File: src/sv/isa_pkg.sv
// Shared types, constants and codes for the indexed shift array.
`timescale 1ns / 1ps

package isa_pkg;

	// Capacity of the list and the derived widths.
	localparam int DEPTH = 64;
	localparam int CNT_W = $clog2(DEPTH + 1);
	localparam int IDX_W = 8;
	localparam int MAG_W = IDX_W - 1;
	localparam int POS_W = (CNT_W > MAG_W) ? CNT_W : MAG_W;
	localparam int DATA_W = 32;
	localparam int ENTRY_W = 2 * DATA_W;
	localparam int COUNT_OUT_W = 7;
	localparam int ACT_W = 2;
	localparam int STAT_W = 2;

	// Read results are gathered in registered groups of this many cells.
	localparam int GRP = 8;
	localparam int GROUPS = (DEPTH + GRP - 1) / GRP;

	typedef enum logic [ACT_W-1:0] {
		ACT_READ   = 2'd0,
		ACT_APPEND = 2'd1,
		ACT_INSERT = 2'd2,
		ACT_REMOVE = 2'd3
	} action_t;

	typedef enum logic [STAT_W-1:0] {
		ST_OK    = 2'd0,
		ST_RANGE = 2'd1,
		ST_FULL  = 2'd2
	} status_t;

	// One stored entry: value in the upper half, priority in the lower half.
	typedef logic [ENTRY_W-1:0] entry_t;

	// Controls broadcast to every cell of the row.
	typedef struct packed {
		logic             ins;
		logic             rem;
		logic             rd;
		logic [POS_W-1:0] pos;
	} cell_ctrl_t;

endpackage

File: src/sv/isa_cell.sv
// One cell of the row: holds one entry and shifts it to or from its neighbours.
`timescale 1ns / 1ps

module isa_cell (
	input  logic                      clk,
	input  logic [isa_pkg::POS_W-1:0] my_pos,
	input  isa_pkg::cell_ctrl_t       ctrl,
	input  isa_pkg::entry_t           new_entry,
	input  isa_pkg::entry_t           lower_entry,
	input  isa_pkg::entry_t           upper_entry,
	output isa_pkg::entry_t           entry,
	output isa_pkg::entry_t           rd_entry
);

	isa_pkg::entry_t entry_q;

	// An insert moves cells above the position up and writes the new entry at it;
	// a remove pulls every cell from the position upwards down by one place.
	always_ff @(posedge clk) begin
		if (ctrl.ins && (my_pos > ctrl.pos)) begin
			entry_q <= lower_entry;
		end else if (ctrl.ins && (my_pos == ctrl.pos)) begin
			entry_q <= new_entry;
		end else if (ctrl.rem && (my_pos >= ctrl.pos)) begin
			entry_q <= upper_entry;
		end
	end

	assign entry = entry_q;

	// Only the addressed cell drives the read bus; the others give zero.
	assign rd_entry = (ctrl.rd && (my_pos == ctrl.pos)) ? entry_q : '0;

endmodule

File: config.mk
export PLATFORM = sky130hd
export DESIGN_NAME = isa_cell
export DESIGN_NICKNAME = d
export VERILOG_FILES = /design/src/sv/isa_pkg.sv /design/src/sv/isa_cell.sv
export SDC_FILE = /design/constraint.sdc
export NUM_CORES = 1
export LEC_CHECK = 0
export ABC_AREA = 1
export BUFFER_PORTS_ARGS = -buffer_cell sky130_fd_sc_hd__buf_2
export CAP_MARGIN = 20
export CORE_AREA = 2 2 130 132
export CTS_BUF_LIST = sky130_fd_sc_hd__clkbuf_8
export DETAILED_ROUTE_END_ITERATION = 12
export DIE_AREA = 0 0 132 134
export GPL_TIMING_DRIVEN = 0
export PLACE_DENSITY_LB_ADDON = 0.25
export RECOVER_POWER = 50
export SLEW_MARGIN = 15
export SYNTH_ARGS = -nofsm -noshare
export SYNTH_HDL_FRONTEND = slang
export SYNTH_SLANG_ARGS = --single-unit
File: constraint.sdc
create_clock -name clk -period 3.8 [get_ports clk]
set_input_delay 0.19 -clock clk [delete_from_list [all_inputs] [get_ports clk]]
set_output_delay 0.19 -clock clk [all_outputs]
set_load 0.005 [all_outputs]
==> metrics, run 1 <==
status complete, no violations; max FFs per register 64; syn avg cell area between 7 and 8 sq um; Crit path buffers/inverters 3; CTS tree built; Post-synth EDFFs 64; Ports between 300 and 400; TritonCTS Buffers 9; Cell Area, Synth ~5400 sq um; Max Clock Freq approximately 0.5 GHz; antenna-violating nets left 0; Hold Path Sink entry[43]; 1st-pass router iterations 4; cts hold-fix bufs 0; largest net degree at the start of global routing 36; n_diodes 0; Hold Crit Class in -> reg; yosys warns 0; Root Driver clkbuf_8; CP delay by family, top simple AND/OR/NAND/NOR gates; CP Capture Type flip-flop; LEAKAGE just over 4 nW; PwrDens about 300 nW/um^2; IO Port Bufs 337; fin crit share roughly 52%; worst path required time 4.03 ns; Slew Limit Fails 0; Global Route Usage Sum between 10% and 20%; HP Start lower_entry[43]; Least-Margin Pin Slew 0.486 ns; setup TNS 0 ns; CTS resizes 0; most frequent cells after synthesis nand2_1 (264), inv_1 (76), nand3_1 (65); switching share of total power roughly a third; Tmin final around 2 ns; Area Growth Syn to Fin 38.9%; Die H about 130 um; DP Wirelength 14.2 mm; Gate Count Post-Synth around 670; WL per Instance ~14 um; Clock transition at path regs 0.09 ns; cell with the most instances after synthesis nand2_1; setup bufs post-CTS 0; die width around 130 um; critical path data arrival time about 2.2 ns; combinational share of power roughly 30%; Starting Density approximately a third; first-pass GRT wire length 27.2 mm; Power Total ~2.2 mW; DR vias around 5,600; # setup viols final 0; vias in the first global route about 5,200; DR vias/cell 4.47; Distinct cells, synth 22; 1st-iter DRT viols around 200; CP cell instances buf_2 > inv_1 > ha_1 > nand2_2 > nor2_1 > a21boi_0 > nand2_1 > clkbuf_1 > nand2_1 > nand2_1; RSZ-0062 raised after global routing no; Final Hold Viols 0; Max stage delay on crit path between 0.4 and 0.5 ns; Synth Register Bits between 60 and 70; clock network power share 25.4%; Worst setup SP type input port; relative slew slack 67.5%; Seq/Total Area, Yosys between 30% and 40%; Hold Crit Depth 3; CP most frequent cell nand2_1; Core ar. between 15,000 and 20,000 sq um; Critical Path Slowest Stage Cell nand2_1; Synth Flop Type edfxtp_1; post-synth top area share ~36%; clock tree buffer depth 2; routability cong. around 0.92; gr ovfl total 0; clk sink count 64; syn_nets 890; fraction of layout cells with a size suffix above 1 43.1%; maximum fanout along the worst path 10; number of H-tree levels 3; initial antenna violation count 0; Peak VDD IR 135 uV; max_cap viols 0; row count 47; Crit Path Class in -> reg; Nets 1,239; DRC Markers 0; leading post-synthesis cells by cell area edfxtp_1 (36%), nand2_1 (18%), nor2_4 (13%); Routed WL roughly 18 mm; Switch Pwr slightly below 800 uW; die area between 15,000 and 20,000 sq um; share of power burned in registers 44.9%; Post-synth ARST share 0%; cell taking the most area after synthesis edfxtp_1; internal cell power 1.43 mW
==> metal layers <==
metal,vias to the layer above,GRT usage [%],share of wire [%]
met2,208,32.9,48
met1,2459,25.2,44
met5,-,0,0
met4,0,8.15,2.6
met3,33,3.51,5.9
li1,2868,-,-
==> worst max path at each step <==
stage	startpoint	end	slack, ns	cells after the start
4_1_cts	ctrl[3]	rd_entry[26]	1.98	10
3_5_place_dp	my_pos[6]	entry[28]	1.59	10
6_report	ctrl[1]	entry[32]	1.81	10
2_1_floorplan	ctrl[2]	entry[0]	1.11	7
5_1_grt	ctrl[2]	entry[5]	1.53	10
3_3_place_gp	my_pos[6]	entry[31]	0.26	9
==> cells in the final DEF (no fill, tap or decap) <==
master / instances
o21bai_1: 1
nand3_1: 65
nand2_2: 3
buf_4: 5
buf_12: 7
nand2_1: 265
buf_2: 324
buf_1: 2
clkinvlp_4: 2
a21oi_1: 2
nor2_1: 7
and2_4: 1
edfxtp_1: 64
nand2_8: 1
clkbuf_8: 9
inv_2: 1
clkbuf_1: 31
ha_1: 7
clkinv_2: 1
nor2_4: 61
inv_1: 75
buf_6: 22
inv_4: 1
inv_6: 2
a21boi_0: 1
nand4_1: 64
nand3_4: 1
clkinv_4: 2
==> area by class of cell <==
class / count / area (sq um)
buffer: 53 / 495
clock buffer: 9 / 124
clock inverter: 7 / 55.1
fill: 1697 / 8840
inverter: 77 / 292
multi-input combinational: 479 / 2610
sequential: 64 / 1920
tap: 220 / 275
timing repair buffer: 338 / 1680
==> metrics by stage <==
step	instances	area, sq um	hold slack [ns]	utilization, %	setup slack [ns]
CTS	1247	7530	0.0943	46.2	1.98
floorplan	673	5360	0.403	-	1.11
finish	1247	7450	0.121	45.7	1.81
detailed placement	1231	7350	0.492	45.1	1.59
global route	1247	7450	0.118	45.7	1.53
global placement	1230	7320	0.489	45.0	0.257
==> power groups by stage <==
stage / clock [mW] / combinational [mW] / sequential [mW]
after floorplan: 0 / 0.353 / 1.01
after global placement: 0 / 0.667 / 1.01
after detailed placement: 0 / 0.680 / 1.01
after CTS: 0.578 / 0.682 / 0.991
after global routing: 0.599 / 0.731 / 1.00
final: 0.560 / 0.652 / 0.990
==> kinds of logic after synthesis <==
| kind of cell | Yosys count | synth area share [%] |
|---|---|---|
| compound gates | 4 | 0.537 |
| fa+ha+maj | 7 | 1.63 |
| buf+inv | 130 | 15.0 |
| flops | 64 | 35.8 |
| simple gates | 468 | 46.9 |
No activity file was read; power rests on OpenSTA's default activity.
==> run 2, diff against run 1 <==
clock period = 1.9 ns   (was 3.8 ns; I/O delays follow)
==> metrics, run 2 (same netlist as run 1, synthesis figures left out) <==
Critical Path Slowest Stage Cell clkinvlp_4; vias in the first global route between 5,000 and 6,000; Hold Crit Class in -> reg; WL per Instance roughly 15 um; number of H-tree levels 3; crit path from ctrl[5]; Ports 338; Crit path buffers/inverters 5; Max Clock Freq 0.605 GHz; largest net degree at the start of global routing 35; fraction of layout cells with a size suffix above 1 between 40% and 50%; clk sink count 64; setup TNS 0 ns; critical path data arrival time 1.64 ns; DP Area roughly 7400 sq um; max FFs per register 64; antenna-violating nets left 0; Slew Limit Fails 0; CP delay by family, top buffers and inverters; LEAKAGE 4.12 nW; fin crit share 87.0%; Crit Path Class in -> reg; worst path required time around 1.9 ns; Clock transition at path regs approximately 0.080 ns; Final Cell Area about 7600 sq um; max_cap viols 0; Routed WL ~18 mm; clock tree buffer depth 2; RSZ-0062 raised after global routing no; Max stage delay on crit path 0.39 ns; # setup viols final 0; IO Port Bufs roughly 340; CP Capture Type flip-flop; DRC Markers 0; DR vias/cell approximately 4.5; Area Growth Syn to Fin 41.5%; flip-flop and latch area 1920 sq um; Global Route Usage Sum roughly 20%; CP cell instances buf_2 > inv_12 > ha_4 > nand2_4 > inv_2 > a21oi_2 > nand2_1 > buf_6 > o21bai_4 > clkinvlp_4; most frequent cells in the layout buf_2 (321), nand2_1 (266), inv_1 (71); DR vias roughly 5,600; PwrDens between 500 and 600 nW/um^2; Core ar. roughly 16,000 sq um; gr ovfl total 0; Die H 134 um; first-pass GRT wire length 28.0 mm; layout filler cell count 1,724; Nets around 1,200; Hold Crit Depth 3; die width 132 um; 1st-pass router iterations 4; Worst setup SP type input port; TritonCTS Buffers 9; initial antenna violation count 0; 1st-iter DRT viols 252; Tmin final 1.65 ns; Starting Density 32.9%; Root Driver clkbuf_8; Peak VDD IR 247 uV; DP Wirelength 14.5 mm; CTS tree built; Hold Path Sink entry[60]; Least-Margin Pin Slew ~0.52 ns; status complete, no violations; die area approximately 18,000 sq um; HP Start lower_entry[60]; commonest non-fill, non-tap cell in the layout buf_2; row count 47; relative slew slack about two thirds; routability cong. roughly 0.85; Final Hold Viols 0; n_diodes 0; maximum fanout along the worst path 15; multi-input logic area around 2700 sq um
==> run 2: changes by cell type in the layout (fill, tap and decap cells not counted), moves of 3 or more <==
cell / previous run / this run
inv_1: 75 / 71
inv_2: 1 / 4
ha_4: 0 / 5
buf_2: 324 / 321
clkinv_1: 0 / 3
ha_1: 7 / 2
clkbuf_2: 0 / 6
==> run 2: tightest hold or removal path, stage by stage <==
cell and delay, ns:
buf_2 0.08, nand3_1 0.06, nand2_1 0.06
==> run 2: final cells by class <==
type,instances,share of cell area (%)
multi-input combinational,479,35.8
sequential,64,25.3
timing repair buffer,339,22.1
buffer,53,6.63
inverter,77,4.06
tap,220,3.63
clock buffer,9,1.63
clock inverter,6,0.693
timing repair inverter,1,0.0990
==> run 2: report_power, final <==
| group | switching [mW] | internal [mW] | total, mW |
|---|---|---|---|
| Combinational | 0.817 | 0.545 | 1.36 |
| Sequential | 0.130 | 1.85 | 1.98 |
| Clock | 0.561 | 0.581 | 1.14 |
==> run 2: worst max path at each step <==
stage | endpoint | cells after the start
final | entry[1] | 10
after global routing | entry[50] | 11
after CTS | rd_entry[31] | 10
after detailed placement | entry[31] | 11
after global placement | entry[31] | 10
after floorplan | entry[0] | 9
==> run 2: repair_timing <==
action / CTS / global route
endpoints found under the setup margin: 64 / 0
setup buffers: 1 / 0
gates resized for setup: 1 / 0
hold buffers: 0 / 0
==> run 2: metal layers <==
layer | up-vias | wire length (um) | global-route usage (%) | part of all wire [%]
met4 | 0 | 402 | 7.67 | 2.2
met3 | 30 | 1350 | 4.16 | 7.4
met5 | - | 0 | 0 | 0
li1 | 2868 | - | - | -
met2 | 237 | 8810 | 34.1 | 48
met1 | 2468 | 7730 | 25.3 | 42
==> run 2: stage by stage <==
stage | cells | setup WS [ns] | power [mW] | utilization (%) | hold slack, ns
final | 1248 | 0.247 | 4.49 | 46.6 | 0.0375
after global routing | 1248 | 0.108 | 4.77 | 46.6 | 0.0266
after CTS | 1248 | 0.219 | 4.57 | 46.9 | 0.00855
after detailed placement | 1231 | -0.662 | 3.41 | 45.7 | 0.398
after global placement | 1230 | -1.16 | 3.39 | 45.6 | 0.394
after floorplan | 673 | -0.341 | 2.75 | - | 0.308
==> run 3, diff against run 2 <==
CORE_AREA = 2 2 131 133   (was 2 2 130 132)
DIE_AREA = 0 0 133 135   (was 0 0 132 134)
clock period = 1.78 ns   (was 1.9 ns; I/O delays follow)
==> metrics, run 3 (same netlist as run 1, synthesis figures left out) <==
Peak VDD IR about 360 uV; PwrDens around 640 nW/um^2; Least-Margin Pin Slew between 0.5 and 0.6 ns; Max Clock Freq between 0.6 and 0.7 GHz; max_cap viols 0; Ports roughly 340; Tmin final roughly 1.6 ns; RSZ-0062 raised after global routing no; Nets 1,242; DP Wirelength between 10 and 15 mm; multi-input logic area around 2700 sq um; 1st-pass router iterations 4; Hold Crit Class in -> reg; Setup WS pre-CTS -0.408 ns; worst path required time 1.83 ns; cell count after placement roughly 1,200; Routed WL around 19 mm; first-pass GRT wire length 27.9 mm; row count between 40 and 50; fraction of layout cells with a size suffix above 1 approximately 45%; most frequent cells in the layout buf_2 (321), nand2_1 (265), inv_1 (72); gr ovfl total 0; clk sink count 64; DR vias 5,599; Final Non-Filler Cells approximately 1,300; status complete, no violations; CP cell instances clkbuf_2 > inv_12 > ha_4 > nand2_4 > nor2_1 > nand2_1 > nand2_2 > buf_6 > o21bai_4 > clkinvlp_4 > buf_12 > buf_12; TritonCTS Buffers 9; n_diodes 0; fin crit share between 90 and 100%; Core ar. about 16,000 sq um; cts hold-fix bufs 0; Slew Limit Fails 0; Critical Path Slowest Stage Cell ha_4; CTS resizes 0; Final Hold Viols 0; antenna-violating nets left 0; layout filler cell count roughly 1,700; met2 usage 34.0%; GRT Max-Usage Layer met2; vias in the first global route around 5,300; die area approximately 18,000 sq um; LEAKAGE just over 4 nW; CTS tree built; clock tree buffer depth 2; max FFs per register 64; die width 133 um; number of H-tree levels 3; Root Driver clkbuf_8; WL per Instance 14.8 um; commonest non-fill, non-tap cell in the layout buf_2; largest net degree at the start of global routing 31; 1st-iter DRT viols ~300; Final Worst Setup Slack about 0.14 ns; maximum fanout along the worst path 30; Area Growth Syn to Fin 42.6%; flip-flop and latch area approximately 1900 sq um; Crit Path Class in -> reg; Worst setup SP type input port; critical path data arrival time approximately 1.7 ns; Starting Density between 30% and 40%; IO Port Bufs 337; Die H roughly 140 um; Max stage delay on crit path around 0.26 ns; # setup viols final 0; initial antenna violation count 0; Crit path buffers/inverters 6; met1 Use GR 25.5%; relative slew slack about 65%; setup bufs post-CTS 1; routability cong. 0.863; DRC Markers 0; Clock transition at path regs 0.08 ns; DR vias/cell ~4.5; CP delay by family, top buffers and inverters; Power Total a little under 5 mW; CP Capture Type flip-flop; CP most frequent cell buf_12; Global Route Usage Sum between 15 and 20%; grt met3 use 3.75%
==> run 3: stage by stage <==
step           instance area (sq um)  hold slack [ns]  setup TNS [ns]  utilization (%)
3_3_place_gp                    7430            0.387          -83.41             45.3
6_report                        7650           0.0324               0             46.6
5_1_grt                         7650           0.0148               0             46.6
3_5_place_dp                    7470            0.393          -17.48             45.5
4_1_cts                         7700          0.00198               0             46.9
2_1_floorplan                   5470            0.302          -29.11                -
==> run 3: per-layer routing <==
layer / up-vias / wire [um]
li1: 2875 / -
met1: 2472 / 7950
met2: 235 / 9080
met3: 17 / 1220
met4: 0 / 293
met5: - / 0
==> run 3: area by class of cell <==
type / instances / share of cell area [%]
well taps: 220 / 3.60
inverters: 77 / 4.03
clock buffers: 9 / 1.62
repair buffers: 341 / 22.6
flip-flops and latches: 64 / 25.1
multi-input cells: 479 / 35.5
plain buffers: 53 / 6.64
clock inverters: 7 / 0.835
==> run 3: power breakdown <==
part	switching [mW]	total, mW	internal (mW)	leakage (nW)
Combinational	0.877	1.49	0.612	3.45
Sequential	0.138	2.11	1.98	0.602
Clock	0.627	1.26	0.635	0.0978
==> run 3: final timing paths <==
check	to	slack, ns	cells after the start	start
worst max-delay path	entry[49]	0.14	12	ctrl[5]
worst min-delay path	entry[47]	0.03	3	lower_entry[47]
